### src/rtl/hsfr_pkg.sv
// Package for the humidity sensor frame reader: word types, codes and reset values.
package hsfr_pkg;

  localparam int unsigned FrameLen    = 5;
  localparam int unsigned HeldLen     = 4;
  localparam logic [5:0]  EdgeSat     = 6'd42;
  localparam logic [5:0]  FirstBitEdge = 6'd2;
  localparam int unsigned CfgAddrW    = 4;
  localparam int unsigned CfgDataW    = 32;

  localparam logic [15:0] IdleTicksRst  = 16'd250;
  localparam logic [15:0] StartTicksRst = 16'd3;
  localparam logic [15:0] ReadTicksRst  = 16'd2;
  localparam logic [15:0] OneBitGapRst  = 16'd90;

  typedef enum logic [1:0] {
    PH_IDLE  = 2'd0,
    PH_START = 2'd1,
    PH_READ  = 2'd2
  } phase_e;

  typedef enum logic [1:0] {
    REG_IDLE_TICKS  = 2'd0,
    REG_START_TICKS = 2'd1,
    REG_READ_TICKS  = 2'd2,
    REG_ONE_BIT_GAP = 2'd3
  } reg_idx_e;

  typedef enum logic {
    CMD_TICK = 1'b0,
    CMD_EDGE = 1'b1
  } cmd_e;

  typedef struct packed {
    logic        cmd;
    logic [15:0] edge_time;
  } in_word_t;

  typedef struct packed {
    logic       drive_low;
    logic       capture_on;
    logic       done_res;
    logic       status;
    logic [7:0] humid_int;
    logic [7:0] humid_frac;
    logic [7:0] temp_int;
    logic [7:0] temp_frac;
  } out_word_t;

endpackage

### src/rtl/humidity_sensor_frame_reader_core.sv
// Humidity sensor frame reader: tick sequencer, edge decoder and result register.
//
// Each accepted word is either a time tick (cmd 0) or a captured line edge
// (cmd 1). A word is folded into the sequencer and frame state in the cycle it
// is accepted, and its result word appears in the output register on the next
// cycle, so the block takes one word per clock unless the output stalls. The
// output register decouples the sides: a new word is taken whenever the output
// register is empty or is being drained in the same cycle. Ticks count down idle,
// start and read phases; the line is driven low from the first tick counted in
// the start phase, and edges 2..41
// of a read window shift one bit each (1 when the 16-bit wrapped gap since the
// previous edge exceeds one_bit_gap) into a 5-byte frame. The tick that closes
// the window flags done_res and, for a full frame with a good 8-bit sum,
// latches the four data bytes and reports success. Tick counts written over
// the APB port take effect at the next countdown load; one_bit_gap applies
// from the next edge.
module humidity_sensor_frame_reader_core (
  input  logic                                 clk_i,
  input  logic                                 rst_ni,
  input  logic                                 in_valid_i,
  output logic                                 in_stall_o,
  input  hsfr_pkg::in_word_t                   in_word_i,
  output logic                                 out_valid_o,
  input  logic                                 out_stall_i,
  output hsfr_pkg::out_word_t                  out_word_o,
  input  logic                                 psel,
  input  logic                                 penable,
  input  logic                                 pwrite,
  input  logic [hsfr_pkg::CfgAddrW-1:0]        paddr,
  input  logic [hsfr_pkg::CfgDataW-1:0]        pwdata,
  output logic [hsfr_pkg::CfgDataW-1:0]        prdata,
  output logic                                 pready
);

  // config registers
  logic [15:0] idle_ticks_q, start_ticks_q, read_ticks_q, one_bit_gap_q;
  logic        cfg_wr;
  hsfr_pkg::reg_idx_e cfg_idx;

  // sequencer and frame state
  hsfr_pkg::phase_e phase_q, phase_d;
  logic [15:0] tick_left_q, tick_left_d;
  logic [5:0]  edge_count_q, edge_count_d;
  logic [15:0] last_edge_q, last_edge_d;
  logic [2:0]  bit_in_byte_q, bit_in_byte_d;
  logic [2:0]  byte_index_q, byte_index_d;
  logic [7:0]  frame_q [hsfr_pkg::FrameLen];
  logic [7:0]  frame_d [hsfr_pkg::FrameLen];
  logic        frame_full_q, frame_full_d;
  logic        line_low_q, line_low_d;
  logic        status_q, status_d;
  logic [7:0]  held_q [hsfr_pkg::HeldLen];
  logic [7:0]  held_d [hsfr_pkg::HeldLen];
  logic        done;

  // output register
  logic                out_valid_q;
  hsfr_pkg::out_word_t out_word_q, out_word_d;

  logic        in_take;
  logic [15:0] tl_dec, gap;
  logic [7:0]  cur_byte, sum8;
  logic        shift_en;

  // ---------------- handshake ----------------
  assign in_stall_o  = out_valid_q & out_stall_i;
  assign in_take     = in_valid_i & ~in_stall_o;
  assign out_valid_o = out_valid_q;
  assign out_word_o  = out_word_q;

  // ---------------- APB ----------------
  assign pready  = 1'b1;
  assign cfg_idx = hsfr_pkg::reg_idx_e'(paddr[3:2]);
  assign cfg_wr  = psel & penable & pwrite & pready;

  always_comb begin
    unique case (cfg_idx)
      hsfr_pkg::REG_IDLE_TICKS:  prdata = {16'd0, idle_ticks_q};
      hsfr_pkg::REG_START_TICKS: prdata = {16'd0, start_ticks_q};
      hsfr_pkg::REG_READ_TICKS:  prdata = {16'd0, read_ticks_q};
      default:                   prdata = {16'd0, one_bit_gap_q};
    endcase
  end

  always_ff @(posedge clk_i or negedge rst_ni) begin
    if (!rst_ni) begin
      idle_ticks_q  <= hsfr_pkg::IdleTicksRst;
      start_ticks_q <= hsfr_pkg::StartTicksRst;
      read_ticks_q  <= hsfr_pkg::ReadTicksRst;
      one_bit_gap_q <= hsfr_pkg::OneBitGapRst;
    end else if (cfg_wr) begin
      unique case (cfg_idx)
        hsfr_pkg::REG_IDLE_TICKS:  idle_ticks_q  <= pwdata[15:0];
        hsfr_pkg::REG_START_TICKS: start_ticks_q <= pwdata[15:0];
        hsfr_pkg::REG_READ_TICKS:  read_ticks_q  <= pwdata[15:0];
        default:                   one_bit_gap_q <= pwdata[15:0];
      endcase
    end
  end

  // ---------------- next state ----------------
  // frame byte under the write pointer (guarded by byte_index < FrameLen)
  always_comb begin
    cur_byte = 8'd0;
    for (int k = 0; k < hsfr_pkg::FrameLen; k++) begin
      if (byte_index_q == 3'(k)) cur_byte = frame_q[k];
    end
  end

  assign tl_dec   = tick_left_q - 16'd1;
  assign gap      = in_word_i.edge_time - last_edge_q;   // wraps mod 2^16
  assign sum8     = frame_q[0] + frame_q[1] + frame_q[2] + frame_q[3];
  assign shift_en = (edge_count_q >= hsfr_pkg::FirstBitEdge) &&
                    (edge_count_q < hsfr_pkg::EdgeSat) &&
                    (byte_index_q < 3'(hsfr_pkg::FrameLen));

  always_comb begin
    phase_d       = phase_q;
    tick_left_d   = tick_left_q;
    edge_count_d  = edge_count_q;
    last_edge_d   = last_edge_q;
    bit_in_byte_d = bit_in_byte_q;
    byte_index_d  = byte_index_q;
    frame_d       = frame_q;
    frame_full_d  = frame_full_q;
    line_low_d    = line_low_q;
    status_d      = status_q;
    held_d        = held_q;
    done          = 1'b0;

    if (in_word_i.cmd == hsfr_pkg::CMD_TICK) begin
      tick_left_d = tl_dec;
      unique case (phase_q)
        hsfr_pkg::PH_IDLE: begin
          if (tl_dec == 16'd0) begin
            phase_d     = hsfr_pkg::PH_START;
            tick_left_d = start_ticks_q;
          end
        end
        hsfr_pkg::PH_START: begin
          if (tl_dec == 16'd0) begin
            // open the read window
            line_low_d    = 1'b0;
            edge_count_d  = 6'd0;
            last_edge_d   = 16'd0;
            bit_in_byte_d = 3'd0;
            byte_index_d  = 3'd0;
            frame_full_d  = 1'b0;
            for (int k = 0; k < hsfr_pkg::FrameLen; k++) frame_d[k] = 8'd0;
            phase_d       = hsfr_pkg::PH_READ;
            tick_left_d   = read_ticks_q;
          end else if (tl_dec == start_ticks_q - 16'd1) begin
            line_low_d = 1'b1;
          end
        end
        default: begin
          if (tl_dec == 16'd0) begin
            done = 1'b1;
            if (frame_full_q && sum8 == frame_q[4]) begin
              status_d = 1'b1;
              for (int k = 0; k < hsfr_pkg::HeldLen; k++) held_d[k] = frame_q[k];
            end else begin
              status_d = 1'b0;
            end
            phase_d     = hsfr_pkg::PH_IDLE;
            tick_left_d = idle_ticks_q;
          end
        end
      endcase
    end else if (phase_q == hsfr_pkg::PH_READ) begin
      if (shift_en) begin
        for (int k = 0; k < hsfr_pkg::FrameLen; k++) begin
          if (byte_index_q == 3'(k)) frame_d[k] = {cur_byte[6:0], gap > one_bit_gap_q};
        end
        bit_in_byte_d = bit_in_byte_q + 3'd1;
        if (bit_in_byte_d == 3'd0) begin
          byte_index_d = byte_index_q + 3'd1;
          if (byte_index_d >= 3'(hsfr_pkg::FrameLen)) frame_full_d = 1'b1;
        end
      end
      last_edge_d = in_word_i.edge_time;
      if (edge_count_q < hsfr_pkg::EdgeSat) edge_count_d = edge_count_q + 6'd1;
    end
  end

  always_comb begin
    out_word_d.drive_low  = line_low_d;
    out_word_d.capture_on = (phase_d == hsfr_pkg::PH_READ);
    out_word_d.done_res   = done;
    out_word_d.status     = status_d;
    out_word_d.humid_int  = held_d[0];
    out_word_d.humid_frac = held_d[1];
    out_word_d.temp_int   = held_d[2];
    out_word_d.temp_frac  = held_d[3];
  end

  // ---------------- registers ----------------
  always_ff @(posedge clk_i or negedge rst_ni) begin
    if (!rst_ni) begin
      phase_q       <= hsfr_pkg::PH_IDLE;
      tick_left_q   <= hsfr_pkg::IdleTicksRst;
      edge_count_q  <= 6'd0;
      last_edge_q   <= 16'd0;
      bit_in_byte_q <= 3'd0;
      byte_index_q  <= 3'd0;
      frame_full_q  <= 1'b0;
      line_low_q    <= 1'b0;
      status_q      <= 1'b0;
      for (int k = 0; k < hsfr_pkg::FrameLen; k++) frame_q[k] <= 8'd0;
      for (int k = 0; k < hsfr_pkg::HeldLen; k++) held_q[k] <= 8'd0;
    end else if (in_take) begin
      phase_q       <= phase_d;
      tick_left_q   <= tick_left_d;
      edge_count_q  <= edge_count_d;
      last_edge_q   <= last_edge_d;
      bit_in_byte_q <= bit_in_byte_d;
      byte_index_q  <= byte_index_d;
      frame_full_q  <= frame_full_d;
      line_low_q    <= line_low_d;
      status_q      <= status_d;
      frame_q       <= frame_d;
      held_q        <= held_d;
    end
  end

  always_ff @(posedge clk_i or negedge rst_ni) begin
    if (!rst_ni) begin
      out_valid_q <= 1'b0;
    end else if (in_take) begin
      out_valid_q <= 1'b1;
    end else if (!out_stall_i) begin
      out_valid_q <= 1'b0;
    end
  end

  always_ff @(posedge clk_i) begin
    if (in_take) begin
      out_word_q <= out_word_d;
    end
  end

endmodule

### config.mk
export PLATFORM = sky130hd
export DESIGN_NAME = humidity_sensor_frame_reader_core
export DESIGN_NICKNAME = d
export VERILOG_FILES = /design/src/rtl/hsfr_pkg.sv /design/src/rtl/humidity_sensor_frame_reader_core.sv
export SDC_FILE = /design/constraint.sdc
export NUM_CORES = 1
export LEC_CHECK = 0
export BUFFER_PORTS_ARGS = -buffer_cell sky130_fd_sc_hd__buf_2
export CORE_ASPECT_RATIO = 2
export CORE_MARGIN = 8
export CORE_UTILIZATION = 60
export CTS_CLUSTER_SIZE = 25
export DETAILED_ROUTE_END_ITERATION = 7
export GPL_TIMING_DRIVEN = 1
export PLACE_DENSITY = 0.77
export SLEW_MARGIN = 15
export SYNTH_ARGS = -nofsm -noshare
export SYNTH_HDL_FRONTEND = slang
export SYNTH_SLANG_ARGS = --single-unit
export TNS_END_PERCENT = 10
### constraint.sdc
create_clock -name clk_i -period 10.5 [get_ports clk_i]
set_clock_uncertainty 0.15 [all_clocks]
set_input_delay 1.575 -clock clk_i [delete_from_list [all_inputs] [get_ports clk_i]]
set_output_delay 1.575 -clock clk_i [all_outputs]
set_load 0.005 [all_outputs]
After elaboration in Yosys (flattened, before gate mapping):

Index checks and enable logic that the tools add are counted.

* bits in registers: 222
* input bits: 60
* output and inout port bits: 71

* $add $sub $neg: 9
* magnitude comparators: 5
* eq/ne operators: 22
* mux-type cells: 64
* bitwise gates (word level): 7
* reduce and logical (&&, ||, !) cells: 28

Operators by type and width (number)
* 40-bit 2-to-1 mux: 5
* 32-bit 2-to-1 mux: 4
* 16-bit 2-to-1 mux: 7
* 16-bit case mux with 3 select lines: 1
* 8-bit 2-to-1 mux: 5
* 6-bit AND reduction: 6
* 16-bit case mux with 2 select lines: 1
* 16-bit by 1-bit subtractor with 16-bit output (second input constant): 2
* 6-bit 2-to-1 mux: 5
* 7-bit 2-to-1 mux: 4
* 3-bit 2-to-1 mux: 9
* 8-bit adder: 3
* 2-bit by 1-bit inequality test with 1-bit output (second input constant): 11
* 1-bit 2-to-1 mux: 18
* 16-bit == test: 1
* 16-bit greater-than comparator: 1
* 16-bit logical NOT: 1
* 16-bit subtractor: 1
* 2-bit AND reduction: 5
* 5-bit AND reduction: 2
* 8-bit == test: 1
* 2-bit 2-to-1 mux: 4
* 7-bit AND reduction: 1
* 3-bit by 1-bit adder with 3-bit output (second input constant): 2
* other kinds (20): 35

Logic depth before layout (Yosys ltp):

* word-level depth: 9
* gate-level depth with buffers: 18

Worst setup path before layout:

Ideal clock, no wire load.

* path kind: input-to-reg
* start point: input port in_word_i[1] (netlist bit)
* end point: register frame_q[0] (netlist bit)
* setup time: 0.128 ns
* data arrival time: 4.572 ns
* slack: 5.650 ns
* stages on the path: 14
* buffers on the path: 0
* cells stage by stage: ha_1 -> nor2b_1 -> o21ai_0 -> a21boi_0 -> o41ai_1 -> o2111ai_1 -> a31o_2 -> a21oi_1 -> xnor2_1 -> ha_1 -> a2111oi_0 -> o21a_1 -> a21oi_1 -> mux2_1

* longest elaborated chain between the ends: 6

RTL lines
* start, declared: RTL line humidity_sensor_frame_reader_core.sv:22 `input hsfr_pkg::in_word_t in_word_i,`
* 16-bit subtractor: RTL line humidity_sensor_frame_reader_core.sv:111 `assign gap = in_word_i.edge_time - last_edge_q;`
* 16-bit greater-than comparator: RTL line humidity_sensor_frame_reader_core.sv:173 `if (byte_index_q == 3'(k)) frame_d[k] = {cur_byte[6:0], gap > one_bit_gap_q};`
* 8-bit 2-to-1 mux: RTL line humidity_sensor_frame_reader_core.sv:173
* 40-bit 2-to-1 mux: RTL line humidity_sensor_frame_reader_core.sv:171 `if (shift_en) begin`
* 40-bit 2-to-1 mux: RTL line humidity_sensor_frame_reader_core.sv:170 `end else if (phase_q == hsfr_pkg::PH_READ) begin`
* 40-bit 2-to-1 mux: RTL line humidity_sensor_frame_reader_core.sv:131 `if (in_word_i.cmd == hsfr_pkg::CMD_TICK) begin`
* end signal, assigned: RTL line humidity_sensor_frame_reader_core.sv:221 `frame_q <= frame_d;`
* end, declared: RTL line humidity_sensor_frame_reader_core.sv:47 `logic [7:0] frame_q [hsfr_pkg::FrameLen];`

Every way passes these cells. The select of a mux whose other input is x is not followed.
A chain may end at the register's enable or synchronous reset.

==> reports/qor.tcl <==
set qor(min_path_type) {reg -> reg}
set qor(post_cts_buffers) 0
set qor(wire_per_inst_um) 19.4
set qor(max_cap_violations) 0
set qor(grt_util_all_layers) 0.219
set qor(largest_reg_flops) 40
set qor(most-common-layout-cells) {167 x sky130_fd_sc_hd__dfrtp_1, 100 x sky130_fd_sc_hd__mux2_2, 94 x sky130_fd_sc_hd__buf_2}
set qor(core_region_area_mm2) 0.0219
set qor(setup-tns-final_ns) 0
set qor(timing_max_transition_violations_final) 0
set qor(grt_overflow) 0
set qor(status) {complete, no violations}
set qor(synth-main-ff-cell) {sky130_fd_sc_hd__dfrtp_1}
set qor(period_utilization) 0.515
set qor(post_synthesis_register_bit_count) 222
set qor(dpl_cell_area_mm2) 0.0137
set qor(critical-path-slowest-cell) {sky130_fd_sc_hd__and3_2}
set qor(share_of_synthesized_registers_carrying_an_async_set_or_reset) 0.838
set qor(postLayoutCellArea_mm2) 0.0143
set qor(cts_hold_buf) 0
set qor(slew-limit-headroom) 0.218
set qor(h-tree-depth) 1
set qor(initial_utilization) 0.603
set qor(final_net_count) 1349
set qor(count_of_inserted_antenna_diode_cells) 0
set qor(drt_iter0_markers) 565
set qor(required_ns) 10.60
set qor(placementRows) 77
set qor(antenna_violations_before_repair) 2
set qor(power.leakage_nw) 6.46
set qor(layout_commonest_cell) {sky130_fd_sc_hd__dfrtp_1}
set qor(rr_worst_depth) 12
set qor(synthToLayoutAreaGrowth_pct) 8.83
set qor(regMostFlops) {frame_q}
set qor(drive_above_1_share) 0.273
set qor(timing.hold.worst_path_depth) 2
set qor(netlist_instances) 1157
set qor(die_w_um) 121
set qor(timing.critical_path.from_type) {flop}
set qor(cts_sinks) 222
set qor(critPathMaxStageDelay_ns) 1.05
set qor(worstSetupEndpointType) {flop}
set qor(tritoncts) {built}
set qor(grt_pass1_vias) 9380
set qor(finalHoldViolCount) 0
set qor(timing.setup.critical_path_class) {reg -> reg}
set qor(antenna_violating_nets_post_route) 0
set qor(fmax_ghz) 0.185
set qor(timing.critical_path.fanout_max) 33
set qor(grt_pass1_wl_um) 48200
set qor(ys_warn_count) 0
set qor(io_pins) 131
set qor(synth.avg_cell_area_um2) 11.4
set qor(floorplan.die_area_mm2) 0.0273
set qor(timing.critical_path.cells) {fa_1 -> inv_1 -> fa_1 -> inv_1 -> ha_1 -> inv_1 -> fa_1 -> xnor2_1 -> or4_1 -> nor4_1 -> and3_2 -> mux2_2}
set qor(grt_max_degree) 101
set qor(setup-violations-final) 0
set qor(num_vias) 9052
set qor(final.min_clock_period_ns) 5.41
set qor(rsz0062_at_grt) {no}
set qor(clock_tree.buffer_depth) 3
set qor(placement.io_buffers) 95
set qor(gp_routability_congestion) 0.871
set qor(cell_area_after_technology_mapping_mm2) 0.0132
set qor(cts-buffers-inserted) 21
set qor(vias_per_cell) 5.98
set qor(totalWireLength_um) 29300
set qor(dr.pass1.iters) 5
set qor(dp.final_hpwl_um) 20900
set qor(root_buffer) {sky130_fd_sc_hd__clkbuf_16}
set qor(timing_worst_slew_pin_value_ns) 1.17
set qor(die_h_um) 226
set qor(worstSkewPairLatency_ns) 0.51
set qor(synthDistinctLibCells) 79
set qor(cts.clk_slew.worst_paths_ns) 0.07
set qor(power-per-cell-area_mw_per_mm2) 168
set qor(ir_worst_vdd_mv) 0.135
set qor(layout.filler_cells) 1660
set qor(postCtsResizedCells) 0
set qor(synth_enable_flop_cells) 36
set qor(worst-endpoint-arrival_ns) 5.52
set qor(drcViolationCount) 0
set qor(yosysSeqAreaShare) 0.437
-- cells in the mapped netlist (4+ instances only) --
cell type / count / area (um2)
sky130_fd_sc_hd__nand2b_1: 5 / 31.3
sky130_fd_sc_hd__o21ai_0: 46 / 230
sky130_fd_sc_hd__xnor2_1: 51 / 447
sky130_fd_sc_hd__fa_1: 15 / 300
sky130_fd_sc_hd__o21a_1: 6 / 45.0
sky130_fd_sc_hd__nand2_1: 71 / 267
sky130_fd_sc_hd__and3_1: 4 / 25.0
sky130_fd_sc_hd__a22oi_1: 8 / 60.1
sky130_fd_sc_hd__a21o_1: 11 / 82.6
sky130_fd_sc_hd__nand3_1: 32 / 160
sky130_fd_sc_hd__a31oi_1: 10 / 62.6
sky130_fd_sc_hd__o21ai_2: 6 / 52.6
sky130_fd_sc_hd__nor2_1: 64 / 240
sky130_fd_sc_hd__buf_4: 17 / 128
sky130_fd_sc_hd__buf_6: 11 / 124
sky130_fd_sc_hd__nand4_1: 9 / 56.3
sky130_fd_sc_hd__or4_1: 5 / 37.5
sky130_fd_sc_hd__clkbuf_1: 37 / 139
sky130_fd_sc_hd__o21ai_1: 14 / 70.1
sky130_fd_sc_hd__dfstp_2: 19 / 499
sky130_fd_sc_hd__mux2i_1: 23 / 230
sky130_fd_sc_hd__mux2_2: 100 / 1130
sky130_fd_sc_hd__ha_1: 51 / 638
sky130_fd_sc_hd__edfxtp_1: 36 / 1080
sky130_fd_sc_hd__nor3_1: 22 / 110
sky130_fd_sc_hd__mux4_2: 16 / 360
sky130_fd_sc_hd__nor2b_1: 9 / 56.3
sky130_fd_sc_hd__xor2_1: 12 / 105
sky130_fd_sc_hd__o31ai_1: 6 / 45.0
sky130_fd_sc_hd__o22ai_1: 4 / 25.0
sky130_fd_sc_hd__dfrtp_1: 167 / 4180
sky130_fd_sc_hd__inv_1: 63 / 236
sky130_fd_sc_hd__buf_2: 6 / 30.0
sky130_fd_sc_hd__nor4_1: 12 / 75.1
sky130_fd_sc_hd__mux2_4: 37 / 556
sky130_fd_sc_hd__a21oi_1: 42 / 210
sky130_fd_sc_hd__mux2_1: 32 / 360
sky130_fd_sc_hd__o211ai_1: 11 / 82.6
-- path summary, 6_finish.rpt --
kind	from	slack (ns)	end
worst min register to register	frame_full_q	0.35	frame_full_q
min in group asynchronous	rst_ni	0.98	tick_left_q[2]
worst max-delay path	frame_q[9]	5.09	out_word_o[31]
max in group asynchronous	rst_ni	7.81	held_q[15]
worst max register to register	frame_q[9]	5.09	out_word_o[31]
worst min-delay path	frame_full_q	0.35	frame_full_q
-- per-layer routing --
metal	track usage	vias up	wire length (um)
met5	0	-	22
met4	0.0945	4	959
met3	0.0376	67	1850
met2	0.363	276	14500
met1	0.275	4440	12000
li1	-	4265	-
-- power breakdown --
| group | total [W] | internal [W] | leakage (nW) | switching, W |
|---|---|---|---|---|
| sequential | 0.00111 | 0.000986 | 2.68 | 0.000122 |
| combinational | 0.000565 | 0.000277 | 3.45 | 0.000288 |
| clock | 0.000738 | 0.000409 | 0.325 | 0.000328 |
-- layout make-up --
| type | count | area, um2 | share of cell area |
|---|---|---|---|
| Clock buffer | 28 | 572 | 0.0399 |
| Timing Repair Buffer | 101 | 531 | 0.0370 |
| Clock inverter | 9 | 75.1 | 0.00523 |
| Tap cell | 276 | 345 | 0.0241 |
| Inverter | 64 | 240 | 0.0167 |
| Sequential cell | 222 | 5760 | 0.401 |
| Multi-Input combinational cell | 813 | 6820 | 0.476 |
-- stage by stage --
step	hold WS (ns)	std cells	utilization	power [W]	setup slack, ns
after CTS	0.358	1513	0.656	0.00242	5.04
after detailed placement	0.333	1476	0.626	0.00168	4.87
final	0.354	1513	0.656	0.00241	5.09
after floorplan	0.303	1172	-	0.00152	5.65
after global placement	0.327	1476	0.626	0.00165	4.99
after global routing	0.365	1513	0.656	0.00253	4.83
-- cell families after synthesis --
| kind of cell | Yosys count | share of synthesized area |
|---|---|---|
| adders and majority gates | 66 | 0.0712 |
| AOI/OAI and AO/OA | 194 | 0.0943 |
| xor gates and xnor gates | 64 | 0.0436 |
| DFF | 222 | 0.437 |
| muxes | 208 | 0.200 |
| other | 2 | 0.000570 |
| and+or+nand+nor | 264 | 0.103 |
| buffers and inverters | 137 | 0.0507 |
-- worst max-delay path, delay by kind of cell (launching register included) --
family                   cells  cell delay [ns]
adder cells (fa/ha/maj)      4             1.68
flip-flops                   1             0.45
multiplexers                 1             0.42
AND/OR/NAND/NOR              3             2.15
XOR/XNOR                     1             0.14
buffers and inverters        3             0.16
Note: power is estimated with default switching activity, not from simulation.
